==> config.mk <==
export PLATFORM = sky130hd
export DESIGN_NAME = svn_ram
export DESIGN_NICKNAME = d
export VERILOG_FILES = /design/src/rtl/core/svn_ram.sv
export SDC_FILE = /design/constraint.sdc
export NUM_CORES = 1
export LEC_CHECK = 0
export ABC_AREA = 1
export BUFFER_PORTS_ARGS = -buffer_cell sky130_fd_sc_hd__buf_2
export CORE_MARGIN = 8
export CORE_UTILIZATION = 30
export CTS_CLUSTER_SIZE = 25
export DETAILED_ROUTE_END_ITERATION = 6
export HOLD_SLACK_MARGIN = 0.12
export PLACE_DENSITY_LB_ADDON = 0.2
export SKIP_LAST_GASP = 1
export SLEW_MARGIN = 10
export SYNTH_ARGS = -nofsm -noshare
export SYNTH_HDL_FRONTEND = slang
export SYNTH_SLANG_ARGS = --single-unit
==> constraint.sdc <==
create_clock -name clk -period 1.1 [get_ports clk]
set_input_delay 0.165 -clock clk [delete_from_list [all_inputs] [get_ports clk]]
set_output_delay 0.165 -clock clk [all_outputs]
set_load 0.005 [all_outputs]
==> src/rtl/core/svn_ram.sv <==
// Generic single-write, single-read RAM with registered read data.
`timescale 1ns / 1ps
`default_nettype none
module svn_ram #(
  parameter int WIDTH = 8,
  parameter int DEPTH = 16
) (
  input  wire logic                             clk,
  input  wire logic                             we,
  input  wire logic [$clog2(DEPTH)-1:0]         waddr,
  input  wire logic [WIDTH-1:0]                 wdata,
  input  wire logic [$clog2(DEPTH)-1:0]         raddr,
  output logic      [WIDTH-1:0]                 rdata
);

  logic [WIDTH-1:0] mem_r [DEPTH];
  logic [WIDTH-1:0] rdata_r;

  always_ff @(posedge clk) begin
    if (we) begin
      mem_r[waddr] <= wdata;
    end
    rdata_r <= mem_r[raddr];
  end

  assign rdata = rdata_r;

endmodule
`default_nettype wire

==> key figures <==
Placed design
  – Placed instance area: 0.006394 mm^2
  – PortBufs: 25
  – Gpl congestion: between 0.8 and 0.9
  – Final HPWL DP: ~9.6 mm
  – Placed instance count: 826

Critical path
  – Cell chain of the critical path: buf_2
  – Crit Path Max Fanout: 1
  – Crit path to: rdata[4]
  – RR Startpoint: mem_r[6][0]
  – Required time at the worst-slack endpoint: around 0.94 ns
  – Worst path top cell family by delay: flip-flops
  – Critical path's slowest cell: dfxtp_2
  – Critical Path Start Type: flip-flop
  – Worst flop-to-flop path endpoint: rdata[0]
  – Cell count of the worst reg-to-reg path: 6
  – Worst Setup Path Type: reg -> out
  – CP endpoint kind: output port
  – R2R setup slack: 0.08 ns
  – Worst path depth: 1
  – CP bufs+invs: 1
  – Critical path origin: rdata[4]
  – Critical Path Max Stage Delay: roughly 0.34 ns
  – Arrival @ worst endpoint: slightly below 0.9 ns

Final layout
  – Most frequent cells in the layout: nand2_1 (173), edfxtp_1 (128), inv_1 (100)
  – Fin util: 0.3725
  – Register Area: approximately 0.0040 mm^2
  – Diode count: 0
  – Area growth from synthesis to layout: 21.24%
  – Most common cell after layout, fill and taps aside: nand2_1
  – Multi-input gate area: around 0.0012 mm^2
  – Share of cells above drive strength 1: 0.1490
  – Fin cells: approximately 860
  – Nets: around 630
  – Final instance area: roughly 0.0070 mm^2
  – Fillcell total: approximately 1900

Timing
  – Slew @ Worst Pin: 0.4050 ns
  – Fin. max-slew vios: 0
  – Final Skew: roughly 0.0085 ns
  – Slew HR: 0.7300
  – F_max: between 900 and 1000 MHz
  – Period utilization: 0.9385
  – Min Tclk post-route: 1.032 ns
  – Count of final setup violators: 0
  – Final hold vios: 0
  – RSZ-0062 raised after global routing: no
  – Final hold slack: approximately 0.16 ns

Logic synthesis
  – Ys Warns: 0
  – Synthesized instance count: between 500 and 600
  – Cell area after synthesis: just under 0.006 mm^2
  – Largest area contributor in the netlist: edfxtp_1
  – Register area share after synthesis: 0.6943
  – Post-synthesis average cell area: 10.47 um^2
  – Synth area leaders: edfxtp_1 (67%), nand2_1 (11%), nand3_1 (8.4%)
  – Syn_nets: about 570
  – Synth top area share: 0.6665
  – Yosys reg bits: about 140
  – Number of distinct library cells after synthesis: 12

Floorplanning
  – FP Rows: 50
  – Die ar.: 0.02392 mm^2
  – Core area: 0.01877 mm^2
  – Initial core utilization: 0.3073
  – # IOs: 26
  – Die Width: ~150 um
  – Die height: 154.6 um

GRT
  – Largest net degree at the start of global routing: 39
  – Total GRT Usage: 0.1282
  – Global route overflow: 0
  – First-pass GRT wire length: around 22 mm
  – Initial antenna violation count: 0
  – Number of global-route vias before repair: 3920

Route
  – Via count: approximately 4000
  – First DRT Iteration DRCs: roughly 380
  – DR pass1 iterations: 4
  – Antenna Violating Nets Remaining: 0
  – Vias per cell: 4.598
  – DR WL/cell: 16.85 um
  – Routed WL: 14.46 mm
  – DRC viols: 0

Outcome
  – Outcome: complete, no violations

Power and ir drop
  – Maximum vdd drop: ~1.1 mV
  – PwrDens: around 1800 mW/mm^2
  – Total power: approximately 12000 uW
  – Leakage: roughly 0.003 uW

Clocking
  – CTS tree: yes
  – H-tree Lvls: 4
  – Cts bufs inserted: 17
  – Sink Count: 136
  – Post-CTS setup buffers: 0
  – Clock latency on the worst-skew pair: around 0.42 ns
  – Worst-path clk slew: roughly 0.06 ns
  – CTS Buffer Depth: 2
  – Root Driver: clkbuf_16

Worst hold path
  – Worst Hold Class: in -> reg
  – Hold Path Origin: wdata[1]

Run
  – Max Cap Viol: 0
cell usage after synthesis, drive strengths merged:
cell,number
edfxtp,128
inv,102
nand2,173
nand3b,2
nand3,97
buf,24
dfxtp,8
nor2,17
cell families (layout without fill, tap and decap cells):
logic type	Yosys count	in the layout	share of synthesized area
and+or+nand+nor	289	289	0.2105
DFF	136	136	0.6943
buffers and inverters	126	199	0.09525
registers in the layout, summed over array words and instances (netlist names):
| register | flops |
|---|---|
| rdata | 8 |
| mem_r | 128 |
worst min path at each step:
| stage | end | slack [ns] | cells past startpoint |
|---|---|---|---|
| after global routing | mem_r[9][6] | 0.17 | 1 |
| after floorplan | mem_r[0][0] | 0.26 | 0 |
| after CTS | mem_r[3][1] | 0.16 | 1 |
| final | mem_r[3][1] | 0.16 | 1 |
| after detailed placement | rdata[3] | 0.55 | 1 |
| after global placement | rdata[3] | 0.55 | 1 |
layer usage:
layer | GRT usage | share of wire
met3 | 0.02508 | 0.050
met2 | 0.2066 | 0.48
met4 | 0.07653 | 0.032
met5 | 0 | 0
met1 | 0.1572 | 0.44
power by group:
group | switching, uW | leakage, uW | internal, uW
Combinational | 522 | 0.00152 | 271
Sequential | 33.8 | 0.00122 | 5800
Clock | 2030 | 0.000283 | 3770
Total | 2580 | 0.00303 | 9840
through the flow:
stage / setup TNS [ns] / setup WS (ns)
after floorplan: -1.014 / -0.01584
after CTS: 0 / 0.03588
after global placement: -9.285 / -0.1516
after global routing: 0 / 0.01354
after detailed placement: -9.329 / -0.1567
final: 0 / 0.06767
final cells by class:
cell class              count  area share
clock buffers              23     0.06407
clock inverters             9     0.02130
inverters                 102     0.05476
multi-input cells         289      0.1736
flip-flops and latches    136      0.5728
well taps                 234     0.04188
repair buffers             65     0.07158
timing repair:
| item | CTS | global route |
|---|---|---|
| endpoints found under the setup margin | 1 | 0 |
| resized for setup | 1 | 0 |
| hold buffers | 0 | 0 |
(Power assumes the default switching activity.)
