`src/rtl/core/svn_pkg.sv`:
```
// Shared constants, codes, types and functions of the smooth vertex normal unit.
`timescale 1ns / 1ps
`default_nettype none
package svn_pkg;

  localparam int MAX_VERTICES_DEF = 1024;
  localparam int IDX_CAP          = 1024;
  localparam int IDX_W            = 10;
  localparam int CNT_W            = 11;
  localparam int POS_W            = 16;
  localparam int NRM_W            = 16;
  localparam int SUM_W            = 32;
  localparam int VEC_W            = 36;

  localparam logic [1:0] CMD_LOAD  = 2'd0;
  localparam logic [1:0] CMD_TRI   = 2'd1;
  localparam logic [1:0] CMD_QUERY = 2'd2;
  localparam logic [1:0] CMD_CLEAR = 2'd3;

  localparam logic [1:0] STAT_OK   = 2'd0;
  localparam logic [1:0] STAT_ZERO = 2'd1;
  localparam logic [1:0] STAT_ERR  = 2'd2;

  typedef struct packed {
    logic signed [POS_W-1:0] x;
    logic signed [POS_W-1:0] y;
    logic signed [POS_W-1:0] z;
  } vec16_t;

  typedef struct packed {
    logic signed [SUM_W-1:0] x;
    logic signed [SUM_W-1:0] y;
    logic signed [SUM_W-1:0] z;
  } sum_t;

  typedef struct packed {
    logic signed [VEC_W-1:0] x;
    logic signed [VEC_W-1:0] y;
    logic signed [VEC_W-1:0] z;
  } vec_t;

  typedef struct packed {
    logic [1:0] status;
    vec16_t     nrm;
  } norm_res_t;

  // Signed 32-bit accumulate that clamps at both ends of the range.
  function automatic logic signed [SUM_W-1:0] sat_add(input logic signed [SUM_W-1:0] a,
                                                      input logic signed [NRM_W-1:0] b);
    logic signed [SUM_W:0] s;
    s = {a[SUM_W-1], a} + {{(SUM_W-NRM_W+1){b[NRM_W-1]}}, b};
    if (s[SUM_W] != s[SUM_W-1]) begin
      sat_add = s[SUM_W] ? {1'b1, {(SUM_W-1){1'b0}}} : {1'b0, {(SUM_W-1){1'b1}}};
    end else begin
      sat_add = s[SUM_W-1:0];
    end
  endfunction

endpackage
`default_nettype wire

```
`src/rtl/core/svn_norm.sv`:
```
// Shared normaliser: scales a vector to a Q1.14 unit vector with exact rounding.
`timescale 1ns / 1ps
`default_nettype none
module svn_norm (
  input  wire logic          clk,
  input  wire logic          rst_n,
  input  wire logic          start,
  input  wire svn_pkg::vec_t vec_i,
  output logic               done,
  output svn_pkg::norm_res_t res
);

  localparam logic [2:0] N_IDLE  = 3'd0;
  localparam logic [2:0] N_SHIFT = 3'd1;
  localparam logic [2:0] N_SQ    = 3'd2;
  localparam logic [2:0] N_SUM   = 3'd3;
  localparam logic [2:0] N_SINIT = 3'd4;
  localparam logic [2:0] N_SRCH  = 3'd5;

  logic [2:0]          state_r;
  logic                done_r;
  logic [2:0]          neg_r;
  logic [35:0]         mag_r [3];
  logic [31:0]         sq_r [3];
  logic [33:0]         s_r;
  logic [1:0]          idx_r;
  logic [14:0]         bit_r;
  logic [14:0]         q_r;
  logic signed [71:0]  p_r;
  logic signed [71:0]  qk_r;
  logic signed [71:0]  sa_r;
  logic [61:0]         lim_r;
  logic [15:0]         res_r [3];
  logic [1:0]          stat_r;

  logic signed [35:0]  vin [3];
  logic                big_hi;
  logic                all_zero;
  logic signed [71:0]  p_try;
  logic                fits;
  logic [14:0]         q_fin;
  logic [15:0]         q_ext;
  logic [15:0]         q_sgn;
  logic [31:0]         sq_prod;
  logic signed [71:0]  qk_upd;

  assign vin[0] = vec_i.x;
  assign vin[1] = vec_i.y;
  assign vin[2] = vec_i.z;

  assign big_hi   = (|mag_r[0][35:16]) | (|mag_r[1][35:16]) | (|mag_r[2][35:16]);
  assign all_zero = (mag_r[0] == '0) && (mag_r[1] == '0) && (mag_r[2] == '0);
  assign sq_prod  = mag_r[idx_r][15:0] * mag_r[idx_r][15:0];

  // Trial of the next quotient bit: t = 2q - 1 grows by 2b, so t^2*S grows by
  // (t*S << (k+2)) + (S << (2k+2)); both terms are kept pre-shifted.
  assign p_try  = p_r + qk_r + sa_r;
  assign fits   = p_try <= $signed({10'd0, lim_r});
  assign q_fin  = fits ? (q_r | bit_r) : q_r;
  assign q_ext  = {1'b0, q_fin};
  assign q_sgn  = neg_r[idx_r] ? (~q_ext + 16'd1) : q_ext;
  assign qk_upd = fits ? (qk_r + (sa_r <<< 1)) : qk_r;

  always_ff @(posedge clk) begin
    if (!rst_n) begin
      state_r <= N_IDLE;
      done_r  <= 1'b0;
    end else begin
      done_r <= ((state_r == N_SHIFT) && all_zero) ||
                ((state_r == N_SRCH) && bit_r[0] && (idx_r == 2'd2));
      case (state_r)
        N_IDLE: begin
          if (start) begin
            for (int i = 0; i < 3; i++) begin
              neg_r[i] <= vin[i][35];
              mag_r[i] <= vin[i][35] ? 36'(-vin[i]) : 36'(vin[i]);
            end
            state_r <= N_SHIFT;
          end
        end
        N_SHIFT: begin
          if (all_zero) begin
            stat_r   <= svn_pkg::STAT_ZERO;
            res_r[0] <= '0;
            res_r[1] <= '0;
            res_r[2] <= '0;
            state_r  <= N_IDLE;
          end else if (big_hi) begin
            for (int i = 0; i < 3; i++) begin
              mag_r[i] <= mag_r[i] >> 1;
            end
          end else begin
            idx_r   <= '0;
            state_r <= N_SQ;
          end
        end
        N_SQ: begin
          sq_r[idx_r] <= sq_prod;
          if (idx_r == 2'd2) begin
            state_r <= N_SUM;
          end else begin
            idx_r <= idx_r + 2'd1;
          end
        end
        N_SUM: begin
          s_r     <= {2'b00, sq_r[0]} + {2'b00, sq_r[1]} + {2'b00, sq_r[2]};
          idx_r   <= '0;
          state_r <= N_SINIT;
        end
        N_SINIT: begin
          p_r     <= $signed({38'd0, s_r});
          qk_r    <= -($signed({38'd0, s_r}) <<< 16);
          sa_r    <= $signed({8'd0, s_r, 30'd0});
          lim_r   <= {sq_r[idx_r], 30'd0};
          bit_r   <= 15'h4000;
          q_r     <= '0;
          state_r <= N_SRCH;
        end
        N_SRCH: begin
          if (fits) begin
            p_r <= p_try;
          end
          q_r   <= q_fin;
          qk_r  <= qk_upd >>> 1;
          sa_r  <= sa_r >>> 2;
          bit_r <= bit_r >> 1;
          if (bit_r[0]) begin
            res_r[idx_r] <= q_sgn;
            if (idx_r == 2'd2) begin
              stat_r  <= svn_pkg::STAT_OK;
              state_r <= N_IDLE;
            end else begin
              idx_r   <= idx_r + 2'd1;
              state_r <= N_SINIT;
            end
          end
        end
        default: begin
          state_r <= N_IDLE;
        end
      endcase
    end
  end

  assign done       = done_r;
  assign res.status = stat_r;
  assign res.nrm.x  = res_r[0];
  assign res.nrm.y  = res_r[1];
  assign res.nrm.z  = res_r[2];

endmodule
`default_nettype wire

```
`config.mk`:
```
export PLATFORM = sky130hd
export DESIGN_NAME = svn_norm
export DESIGN_NICKNAME = d
export VERILOG_FILES = /design/src/rtl/core/svn_pkg.sv /design/src/rtl/core/svn_norm.sv
export SDC_FILE = /design/constraint.sdc
export NUM_CORES = 2
export LEC_CHECK = 0
export BUFFER_PORTS_ARGS = -buffer_cell sky130_fd_sc_hd__buf_2
export CAP_MARGIN = 30
export CORE_ASPECT_RATIO = 0.8
export CORE_MARGIN = 8
export CORE_UTILIZATION = 50
export DETAILED_ROUTE_END_ITERATION = 6
export GPL_ROUTABILITY_DRIVEN = 0
export PLACE_DENSITY = 0.79
export SYNTH_ARGS = -nofsm -noshare
export SYNTH_HDL_FRONTEND = slang
export SYNTH_SLANG_ARGS = --single-unit
```
`constraint.sdc`:
```
create_clock -name clk -period 14 [get_ports clk]
set_input_delay 0.7 -clock clk [delete_from_list [all_inputs] [get_ports clk]]
set_output_delay 0.7 -clock clk [all_outputs]
set_load 0.02 [all_outputs]
```
==> metrics <==
total number of vias 35,190; Yosys warning total 0; Initial Utilization 50.43%; start point of the worst hold path rst_n; share of the synthesized area in the top cell type 38.52%; DRC 3; Worst Setup End Kind flip-flop; outcome complete, but fails checks; I/O Buffers between 150 and 200; die area between 0.1 and 0.15 sq mm; sequential share of the synthesized area 38.78%; H-tree levels 2; number of enable flip-flop cells after synthesis 589; Syn Inst Count 4,486; cts hold-fix bufs 0; Yosys reg bits 595; final critical-path share of the clock period 75.55%; count leader, synth edfxtp_1; FF-to-FF Start qk_r[2]; crit path kind flip-flop to flip-flop; CTS buffer count 59; Crit path max-delay family simple AND/OR/NAND/NOR gates; f_max 0.09455 GHz; Post-synth ARST share 0%; layout cells sized above 1 8.461%; max cap viols 0; Synth area leader edfxtp_1; Design Area, Final 0.04987 sq mm; setup TNS 0 ps; worst skew pair latency 670 ps; Worst Path Arrival between 10,000 and 15,000 ps; library cells used by synthesis between 90 and 100; PostCTS Resize Cnt 0; Ports around 160; P&R area growth vs syn 8.617%; synth top area cells edfxtp_1 (39%), fa_1 (11%), ha_1 (8.3%); Tightest Pin Transition 1078 ps; most used cell, CP o21ai_0; Setup crit start qk_r[2]; Rows 99; HPWL after DPL 89,640 um; Worst path max stage delay 940 ps; Root Buffer clkbuf_16; clk buf depth 3; Die Span X 354.8 um; Core ar. between 0.09 and 0.1 sq mm; CP max stage cell nor4_1; CTS tree yes; GRT Util Overall between 20 and 25%; Avg Cell Area, Syn 10.23 sq um; clk sinks 595; post-route ant nets 0; RSZ-0062 raised after global routing false; Top FF cell, synth edfxtp_1; largest net degree at the start of global routing 124; WP buf/inv 1; routed length per placed instance roughly 20 um; CTS clock-pin slew for the worst setup and hold paths 60 ps; Die H about 290 um; Pre-antenna DRT Iters 7; Commonest cells post-synth edfxtp_1 (589), nand2_1 (501), o21ai_0 (342), nor2_1 (337), ha_1 (305); vias in the first global route 34,260; first-pass GRT wire length 187,500 um; worst hold path type input pin to flip-flop; slew margin rel. 27.48%; Mapped Nets between 5,000 and 6,000; initial antenna violation count 2; setup violators final 0; Netlist Area Pre-Place 0.04591 sq mm; Critical Path RT 14,360 ps; Final min period 10,580 ps; DR iter-0 viols a little over 4,000; critical path fanouts, max 44; max-slew violations 0; Via density 6.032; Post-CTS Setup Bufs 0; placed inst area 0.04785 sq mm; Worst Skew 71.72 ps; final net count 5,250; Final Hold Violating Endpoints 0; type of origin of the critical path flip-flop; DRT Wirelength 117,800 um; failing checks design-rule violations; gr ovfl total 0; WHS slightly above 400 ps
-- final cells by class --
class	instances	area, sq um
inverter	305	1152
sequential	595	17810
antenna	1	2.502
clock inverter	49	457.9
timing repair buffer	191	1094
tap	1212	1516
multi-input combinational	3419	26340
clock buffer	62	1498
fill	7617	41170
-- per-layer routing --
| layer | routed length [um] | GRT usage [%] | vias up |
|---|---|---|---|
| met3 | 11730 | 4.232 | 256 |
| met2 | 52240 | 33.96 | 1677 |
| met1 | 50130 | 32.60 | 16930 |
| met4 | 3714 | 6.888 | 0 |
| li1 | - | - | 16330 |
| met5 | 0 | 0 | - |
-- stage by stage --
step / instances / setup WS [ps] / utilization, %
finish: 5834 / 3423 / 54.78
global route: 5833 / 2814 / 54.77
CTS: 5830 / 3711 / 54.70
detailed placement: 5719 / 3808 / 52.56
global placement: 5718 / 4198 / 52.53
floorplan: 4486 / 3668 / -
-- cell usage in the layout (no fill, tap or decap), types with 23 or more instances in the layout --
cell,netlist,final
nand4_1,42,42
xnor2_1,118,118
o21ai_0,342,342
nand3_1,57,57
and2_1,101,100
nor2_1,337,336
a21oi_1,259,257
buf_4,4,27
nand2b_1,26,26
xor2_1,174,174
o31ai_1,42,42
a211oi_1,23,23
or4_1,26,26
nand2_1,501,501
o211ai_1,29,29
fa_1,263,263
nor4_1,47,47
a21o_1,94,94
or2_2,26,25
nor3_1,69,69
and3_1,29,29
o21a_1,36,36
a31oi_1,23,23
mux4_2,31,31
ha_1,305,305
mux2i_1,51,51
clkbuf_16,0,59
buf_2,10,160
o21bai_1,53,53
or3_1,66,66
nor2b_1,36,36
inv_1,300,298
edfxtp_1,589,589
-- sequential cells by signal (all words and copies together), names as in the netlist, 31 cells and up, named ones only --
| register | flops |
|---|---|
| lim_r | 31 |
| mag_r | 108 |
| p_r | 72 |
| qk_r | 72 |
| res_r | 48 |
| s_r | 34 |
| sa_r | 64 |
| sq_r | 124 |
-- worst register-to-register path: cells and delay by family, from the launching register on --
| kind | cells | cell delay (ps) |
|---|---|---|
| AOI/OAI and AO/OA | 13 | 3250 |
| xor gates and xnor gates | 1 | 130 |
| adders and majority gates | 4 | 1480 |
| buffers and inverters | 1 | 540 |
| DFF | 1 | 470 |
| and+or+nand+nor | 16 | 4380 |
-- worst paths after layout --
path | end | slack (ps) | cells past startpoint
worst min-delay path | state_r[0] | 400 | 2
worst max register to register | res_r[1][10] | 3420 | 35
worst max-delay path | res_r[1][10] | 3420 | 35
worst min register to register | mag_r[1][17] | 550 | 2
-- kinds of logic after synthesis --
family / count (synthesis) / synth area share, %
xor gates and xnor gates: 292 / 5.570
AOI/OAI and AO/OA: 1058 / 14.48
adders and majority gates: 568 / 19.78
buffers and inverters: 472 / 3.919
DFF: 595 / 38.78
muxes: 85 / 2.706
other: 1 / 0.008167
and+or+nand+nor: 1415 / 14.76
Power is left out: the tool's default activity adds up to more than one toggle a clock period on the data nets, which glitch-free logic cannot reach.
