<file path="config.mk">
export PLATFORM = sky130hd
export DESIGN_NAME = svn_cross
export DESIGN_NICKNAME = d
export VERILOG_FILES = /design/src/rtl/core/svn_pkg.sv /design/src/rtl/core/svn_cross.sv
export SDC_FILE = /design/constraint.sdc
export NUM_CORES = 1
export LEC_CHECK = 0
export ABC_AREA = 1
export BUFFER_PORTS_ARGS = -buffer_cell sky130_fd_sc_hd__buf_2
export CAP_MARGIN = 20
export CORE_ASPECT_RATIO = 1.25
export CORE_UTILIZATION = 45
export DETAILED_ROUTE_END_ITERATION = 16
export REMOVE_ABC_BUFFERS = 1
export SYNTH_ARGS = -nofsm -noshare
export SYNTH_HDL_FRONTEND = slang
export SYNTH_SLANG_ARGS = --single-unit
</file>
<file path="constraint.sdc">
create_clock -name clk -period 8 [get_ports clk]
set_input_delay 1.6 -clock clk [delete_from_list [all_inputs] [get_ports clk]]
set_output_delay 1.6 -clock clk [all_outputs]
set_load 0.01 [all_outputs]
</file>
<file path="src/rtl/core/svn_pkg.sv">
// Shared constants, codes, types and functions of the smooth vertex normal unit.
`timescale 1ns / 1ps
`default_nettype none
package svn_pkg;

  localparam int MAX_VERTICES_DEF = 1024;
  localparam int IDX_CAP          = 1024;
  localparam int IDX_W            = 10;
  localparam int CNT_W            = 11;
  localparam int POS_W            = 16;
  localparam int NRM_W            = 16;
  localparam int SUM_W            = 32;
  localparam int VEC_W            = 36;

  localparam logic [1:0] CMD_LOAD  = 2'd0;
  localparam logic [1:0] CMD_TRI   = 2'd1;
  localparam logic [1:0] CMD_QUERY = 2'd2;
  localparam logic [1:0] CMD_CLEAR = 2'd3;

  localparam logic [1:0] STAT_OK   = 2'd0;
  localparam logic [1:0] STAT_ZERO = 2'd1;
  localparam logic [1:0] STAT_ERR  = 2'd2;

  typedef struct packed {
    logic signed [POS_W-1:0] x;
    logic signed [POS_W-1:0] y;
    logic signed [POS_W-1:0] z;
  } vec16_t;

  typedef struct packed {
    logic signed [SUM_W-1:0] x;
    logic signed [SUM_W-1:0] y;
    logic signed [SUM_W-1:0] z;
  } sum_t;

  typedef struct packed {
    logic signed [VEC_W-1:0] x;
    logic signed [VEC_W-1:0] y;
    logic signed [VEC_W-1:0] z;
  } vec_t;

  typedef struct packed {
    logic [1:0] status;
    vec16_t     nrm;
  } norm_res_t;

  // Signed 32-bit accumulate that clamps at both ends of the range.
  function automatic logic signed [SUM_W-1:0] sat_add(input logic signed [SUM_W-1:0] a,
                                                      input logic signed [NRM_W-1:0] b);
    logic signed [SUM_W:0] s;
    s = {a[SUM_W-1], a} + {{(SUM_W-NRM_W+1){b[NRM_W-1]}}, b};
    if (s[SUM_W] != s[SUM_W-1]) begin
      sat_add = s[SUM_W] ? {1'b1, {(SUM_W-1){1'b0}}} : {1'b0, {(SUM_W-1){1'b1}}};
    end else begin
      sat_add = s[SUM_W-1:0];
    end
  endfunction

endpackage
`default_nettype wire

</file>
<file path="src/rtl/core/svn_cross.sv">
// Edge cross product on one shared 17x17 multiplier, one product per cycle.
`timescale 1ns / 1ps
`default_nettype none
module svn_cross (
  input  wire logic            clk,
  input  wire logic            rst_n,
  input  wire logic            start,
  input  wire svn_pkg::vec16_t pa,
  input  wire svn_pkg::vec16_t pb,
  input  wire svn_pkg::vec16_t pc,
  output logic                 done,
  output svn_pkg::vec_t        xprod
);

  localparam logic [2:0] LAST_STEP = 3'd6;

  logic              busy_r;
  logic              done_r;
  logic [2:0]        step_r;
  logic signed [16:0] e1_r [3];
  logic signed [16:0] e2_r [3];
  logic signed [33:0] prod_r;
  logic signed [35:0] x_r [3];
  logic signed [16:0] op_a;
  logic signed [16:0] op_b;
  logic [2:0]         acc_step;

  // Product order: y*z, z*y, z*x, x*z, x*y, y*x; each even product starts a component.
  always_comb begin
    case (step_r)
      3'd0:    begin op_a = e1_r[1]; op_b = e2_r[2]; end
      3'd1:    begin op_a = e1_r[2]; op_b = e2_r[1]; end
      3'd2:    begin op_a = e1_r[2]; op_b = e2_r[0]; end
      3'd3:    begin op_a = e1_r[0]; op_b = e2_r[2]; end
      3'd4:    begin op_a = e1_r[0]; op_b = e2_r[1]; end
      3'd5:    begin op_a = e1_r[1]; op_b = e2_r[0]; end
      default: begin op_a = '0;      op_b = '0;      end
    endcase
  end

  assign acc_step = step_r - 3'd1;

  always_ff @(posedge clk) begin
    if (!rst_n) begin
      busy_r <= 1'b0;
      done_r <= 1'b0;
      step_r <= '0;
    end else begin
      done_r <= busy_r && (step_r == LAST_STEP);
      if (start && !busy_r) begin
        busy_r  <= 1'b1;
        step_r  <= '0;
        e1_r[0] <= {pb.x[15], pb.x} - {pa.x[15], pa.x};
        e1_r[1] <= {pb.y[15], pb.y} - {pa.y[15], pa.y};
        e1_r[2] <= {pb.z[15], pb.z} - {pa.z[15], pa.z};
        e2_r[0] <= {pc.x[15], pc.x} - {pa.x[15], pa.x};
        e2_r[1] <= {pc.y[15], pc.y} - {pa.y[15], pa.y};
        e2_r[2] <= {pc.z[15], pc.z} - {pa.z[15], pa.z};
      end else if (busy_r) begin
        prod_r <= op_a * op_b;
        if (step_r != 3'd0) begin
          if (!acc_step[0]) begin
            x_r[acc_step[2:1]] <= {{2{prod_r[33]}}, prod_r};
          end else begin
            x_r[acc_step[2:1]] <= x_r[acc_step[2:1]] - {{2{prod_r[33]}}, prod_r};
          end
        end
        if (step_r == LAST_STEP) begin
          busy_r <= 1'b0;
        end
        step_r <= step_r + 3'd1;
      end
    end
  end

  assign done    = done_r;
  assign xprod.x = x_r[0];
  assign xprod.y = x_r[1];
  assign xprod.z = x_r[2];

endmodule
`default_nettype wire

</file>
==> results of run 1 <==
[final timing paths]
path | start | endpoint | slack (ns)
max | step_r[0] | prod_r[29] | 0.41
min | step_r[1] | step_r[1] | 0.51
max reg2reg | step_r[0] | prod_r[29] | 0.41
min reg2reg | step_r[1] | step_r[1] | 0.51
[cell type report]
cell class                 count  area share (%)
clock buffer                  35            2.25
clock inverter                19           0.522
inverter                     905            10.2
multi-input combinational   2267            53.7
sequential                   285            25.5
tap                          864            3.25
timing repair buffer         283            4.49
[state kept, by name, indices dropped and copies added, names as in the netlist]
name	flops
x_r	144
done	1
step_r	3
prod_r	34
e1_r	51
busy_r	1
e2_r	51
[synthesized netlist by cell type (8+ instances only)]
cell      number  area share (%)
nor2_1       156             1.9
o21ai_1       17            0.28
fa_1         303              20
inv_1        879              11
o221ai_4      10            0.87
o221ai_2      10            0.50
nand2_1      827              10
nand3_1      113             1.9
a21oi_1      158             2.6
nand3_2        8            0.26
o22a_1        15            0.43
xor2_1        78             2.3
a21boi_0      10            0.25
edfxtp_1     280              28
o21ai_0       85             1.4
inv_2         24            0.30
nand3b_1      13            0.32
a31oi_1        8            0.17
buf_6         30             1.1
o221ai_1      30            0.87
o22ai_1        9            0.19
o21bai_1      16            0.40
xnor2_1       43             1.2
o31ai_1        8            0.20
nand4_1       24            0.50
buf_2         17            0.28
nor3_1        26            0.43
ha_1         222             9.2
nand2_2        8            0.17
a21o_1        10            0.25
o22ai_2       12            0.50
[placed cells by master, fill, tap and decap left out, types with 6 or more instances in the layout]
cell type  instances
fa_1             303
xnor2_1           43
ha_1             222
o221ai_2          10
o22a_1            15
nand3b_1          13
o221ai_4          10
nor2_4             8
edfxtp_1         280
buf_2            255
a21oi_1          158
xor2_1            78
nand3_2            8
inv_2             24
o31ai_1            8
o21ai_1           17
o21ai_0           85
clkbuf_16         29
nand2_2            8
o21bai_1          16
nand2_1          827
a21o_1            10
nand4_1           24
o22ai_2           12
a31oi_1            8
clkinv_1           7
buf_4             27
o221ai_1          30
nand3_1          113
nor2_1           150
nor3_1            26
a21boi_0          10
or2_2              7
clkbuf_1           6
o22ai_1            9
inv_1            879
[routing by layer]
metal	routed length (um)	vias to the layer above
met5	0	-
met4	4130	0
met3	3090	197
met2	44900	627
met1	32200	11200
li1	-	11500
[metrics by stage]
stage / setup slack [ns] / hold WS, ns / area, sq um / cells / utilization, %
floorplan: 1.52 / 0.462 / 29800 / 3457 / -
global placement: 0.513 / 0.496 / 32400 / 4603 / 48.5
detailed placement: 0.420 / 0.506 / 32400 / 4603 / 48.5
CTS: 0.409 / 0.515 / 33300 / 4657 / 49.9
global route: 0.0364 / 0.544 / 33300 / 4658 / 49.9
finish: 0.413 / 0.514 / 33300 / 4658 / 49.9
[cells by family (layout without fill, tap and decap cells)]
logic type                 after synthesis  count (layout)  share of synthesized area, %
DFF                                    285             285                          28.1
AOI/OAI and AO/OA                      421             421                          9.62
xor gates and xnor gates               121             121                          3.50
adders and majority gates              525             525                          29.2
and+or+nand+nor                       1200            1200                          16.6
buffers and inverters                  966            1242                          13.1
[critical path, delay by kind of cell (launching register included)]
kind            cells  cell delay, ns
compound gates      1            0.28
fa+ha+maj           8            4.02
buf+inv             5            0.39
flops               1            0.36
simple gates       10            2.28
==> results.py, run 1 <==
metrics = {
    "final_layout": {
        "area_growth_pct": 9.85,
        "seqCellArea_sq_um": 8510,
        "multi_input_area_sq_um": 17900,
        "diodes": 0,
        "nNetsFinal": 4443,
        "fill_cells": 6567,
        "drive_gt1_share_pct": 11.5,
    },
    "worst_setup_path": {
        "required_ns": 8.35,
        "cpPeakStageDelay_ns": 0.76,
        "critPathCaptureType": "register",
        "path_cells": "inv_1, ha_1, nor2_1, nor2_4, nand2_1, nand3_1, nand2_1, fa_1, inv_1, fa_1, fa_1, fa_1, fa_1, inv_1, fa_1, inv_1, ha_1, nand2_1, nor2_1, inv_1, nor3_1, o21ai_0, nand4_1, nand2_1",
        "cp-start-kind": "register",
        "reg2reg_depth": 24,
        "cp_max_fo": 17,
        "worst-endpoint-arrival_ns": 7.94,
        "crit_top_cell": "fa_1",
        "critPathKind": "register to register",
        "slowest_stage": "fa_1",
    },
    "global_route": {
        "overflow": 0,
        "grt_pass1_wl_um": 132000,
        "grt_usage_pct": 25.0,
        "grt_max_degree": 75,
        "use_met2_pct": 47.9,
        "grt_use_met3_pct": 2.27,
        "antenna_found_initial": 0,
        "grtUsageMet1_pct": 27.5,
        "grt.busiest_layer": "met2",
        "grt_pass1_vias": 24600,
    },
    "sta": {
        "timing.fmax_ghz": 0.132,
        "hold_viol_final": 0,
        "rsz0062_at_grt": "false",
        "timing.slew.headroom_pct": 38.4,
        "fin_skew_ns": 0.0167,
        "worst_pin_slew_ns": 0.924,
        "maxSlewViolCount": 0,
        "period_minus_slack_ns": 7.59,
        "setup_tns_ns": 0,
        "setup_violations": 0,
        "period_share_pct": 94.8,
    },
    "synthesis": {
        "synth-async-reset-ratio_pct": 0,
        "ys_warn_count": 0,
        "ys_ff_latch": 285,
        "synthCells": 3518,
        "ys.flop_type": "edfxtp_1",
        "ys_seq_area_share_pct": 28.1,
        "synth_cell_type_count": 57,
        "syn-cell-area_sq_um": 30300,
        "synth-edff-count": 280,
        "syn_area_per_cell_sq_um": 8.62,
    },
    "status": {
        "violations": "DRC",
        "status": "finished with violations",
    },
    "placed_design": {
        "gp_congestion": 0.984,
        "dp.final_hpwl_um": 70600,
        "io_buffers": 255,
    },
    "drt": {
        "via_count": 23500,
        "drt-wirelength-per-cell_um": 18.1,
        "wl_um": 84300,
        "drt_iter0_drc": 1247,
        "via_per_inst": 5.05,
        "route.antenna.remaining_nets": 0,
        "dr.pass1.iters": 14,
        "route.detailed.drc": 13,
    },
    "hold_path": {
        "hold_depth": 2,
        "hold_class": "register to register",
    },
    "floorplan": {
        "initial_core_util_pct": 45.4,
        "ios": 256,
        "die_area_sq_um": 68400,
        "die_h_um": 292,
        "fp.dieW_um": 234,
        "core_area_sq_um": 66700,
        "rows": 106,
    },
    "clock_tree": {
        "post-cts-setup-buffers": 0,
        "clk_pin_slew_worst_paths_ns": 0.07,
        "clk_path_buf_depth": 3,
        "root_buffer": "clkbuf_16",
        "hold_buffers": 0,
        "worstSkewPairLatency_ns": 0.60,
        "cts_tree": "yes",
        "cts.sinks": 285,
        "cts_max_level": 1,
        "cts_inserted_buffers": 29,
        "cts_resized": 0,
    },
    "flow_run": {
        "drv_cap": 0,
    },
}
Power of run 1 is left out: the tool's default activity adds up to more than one toggle a clock period on the data nets, which glitch-free logic cannot reach.
==> run 2: changes to the inputs <==
--- a/config.mk
+++ b/config.mk
@@ -9,6 +9,7 @@
 export BUFFER_PORTS_ARGS = -buffer_cell sky130_fd_sc_hd__buf_2
 export CAP_MARGIN = 20
 export CORE_ASPECT_RATIO = 1.25
+export CORE_MARGIN = 1.5
 export CORE_UTILIZATION = 45
 export DETAILED_ROUTE_END_ITERATION = 16
 export REMOVE_ABC_BUFFERS = 1
==> run 2 against run 1 <==
Effect of this change: the flow now finishes without violations; die area up 0.77%; fmax down 0.89%; clock-buffer cell count unchanged; worst setup slack worse by 0.068 ns; non-clock buffer count up 2; sequential share of layout area down 0.10 points; critical path type unchanged.
==> results.py, run 2 (synthesis gave the netlist of run 1 again) <==
metrics = {
    "status": {
        "status": "completed",
    },
    "drt": {
        "via_count": 23500,
        "drt-wirelength-per-cell_um": 18.1,
        "drt_iter0_drc": 1301,
        "via_per_inst": 5.05,
        "route.antenna.remaining_nets": 0,
        "dr.pass1.iters": 5,
        "route.detailed.drc": 0,
        "wl_um": 84500,
    },
    "placed_design": {
        "dp.final_hpwl_um": 70700,
        "gp_congestion": 0.976,
        "place_area_sq_um": 32400,
        "io_buffers": 255,
    },
    "final_layout": {
        "final_cell_mix": "inv_1 (879), nand2_1 (827), fa_1 (303)",
        "final_common_cell": "inv_1",
        "diodes": 0,
        "fill_cells": 6477,
        "drive_gt1_share_pct": 11.6,
        "stdcell_area_sq_um": 33400,
        "area_growth_pct": 10.3,
        "nNetsFinal": 4446,
        "largest_reg_flops": 144,
    },
    "clock_tree": {
        "cts_inserted_buffers": 30,
        "cts_tree": "yes",
        "clk_path_buf_depth": 3,
        "hold_buffers": 0,
        "root_buffer": "clkbuf_16",
        "cts.sinks": 285,
        "cts_max_level": 1,
        "clk_pin_slew_worst_paths_ns": 0.06,
        "cts_resized": 0,
        "worstSkewPairLatency_ns": 0.61,
        "post-cts-setup-buffers": 0,
    },
    "worst_setup_path": {
        "critPathKind": "register to register",
        "endpoint": "prod_r[32]",
        "reg2reg_depth": 29,
        "slowest_stage": "dfxtp_1",
        "cp-start-kind": "register",
        "r2r-end": "prod_r[32]",
        "r2r_slack_ns": 0.34,
        "required_ns": 8.34,
        "worst-endpoint-arrival_ns": 8.00,
        "critPathCaptureType": "register",
        "reg2reg_from": "step_r[2]",
        "cpPeakStageDelay_ns": 0.74,
        "cp_max_fo": 17,
        "crit_top_cell": "inv_1",
        "crit_path_start": "step_r[2]",
    },
    "sta": {
        "rsz0062_at_grt": "false",
        "fin_skew_ns": 0.0358,
        "setup_violations": 0,
        "period_minus_slack_ns": 7.66,
        "worst_pin_slew_ns": 0.912,
        "setup_tns_ns": 0,
        "maxSlewViolCount": 0,
        "timing.fmax_ghz": 0.131,
        "hold_viol_final": 0,
        "period_share_pct": 95.7,
        "timing.slew.headroom_pct": 39.1,
    },
    "floorplan": {
        "fp.dieW_um": 235,
        "rows": 106,
        "ios": 256,
        "die_h_um": 293,
        "core_area_sq_um": 66700,
        "initial_core_util_pct": 45.4,
        "die_area_sq_um": 68900,
    },
    "global_route": {
        "grt_max_degree": 71,
        "grt_usage_pct": 24.8,
        "grt_pass1_wl_um": 134000,
        "grt_pass1_vias": 24300,
        "overflow": 0,
        "antenna_found_initial": 0,
    },
    "hold_path": {
        "hold_class": "register to register",
    },
    "flow_run": {
        "drv_cap": 0,
    },
}
run 2: changes by cell type in the layout (fill, tap and decap cells not counted), sizes merged:
cell	before	now
buf	283	285
bufinv	2	5
clkinv	12	10
inv	908	905
clkinvlp	2	3
run 2: worst min-delay path by stage:
stage,endpoint,from,cells past startpoint
after global placement,step_r[1],step_r[1],2
final,step_r[1],step_r[1],2
after detailed placement,step_r[1],step_r[1],2
after CTS,step_r[1],step_r[1],2
after floorplan,step_r[1],busy_r,2
after global routing,step_r[1],busy_r,2
run 2: area by class of cell:
| type | count | area [sq um] | share of cell area [%] |
|---|---|---|---|
| well taps | 864 | 1080 | 3.23 |
| clock buffers | 35 | 769 | 2.30 |
| repair buffers | 285 | 1520 | 4.55 |
| flip-flops and latches | 285 | 8510 | 25.4 |
| inverters | 905 | 3410 | 10.2 |
| multi-input cells | 2267 | 17900 | 53.5 |
| clock inverters | 18 | 260 | 0.778 |
run 2: worst max-delay path: cells and delay by family (launching register included):
kind | cells | cell delay, ns
flip-flops | 1 | 0.74
buffers and inverters | 9 | 0.80
AND/OR/NAND/NOR | 9 | 1.46
AO/OA/AOI/OAI | 4 | 1.09
adder cells (fa/ha/maj) | 7 | 3.29
run 2: stage by stage:
step	setup slack, ns	std cells	utilization [%]	hold WS (ns)
6_report	0.345	4659	50.1	0.504
2_1_floorplan	1.52	3457	-	0.462
3_3_place_gp	0.637	4605	48.5	0.500
4_1_cts	0.466	4658	50.1	0.506
5_1_grt	0.0149	4659	50.1	0.539
3_5_place_dp	0.495	4605	48.5	0.498
run 2: per-layer routing:
layer  GRT usage [%]  share of wire (%)  vias to the layer above
li1                -                  -                    11500
met4            9.68                4.2                        0
met3            1.95                3.1                      167
met5               0                  0                        -
met2            48.7                 54                      571
met1            27.6                 39                    11300
Power of run 2 is left out for the same reason.
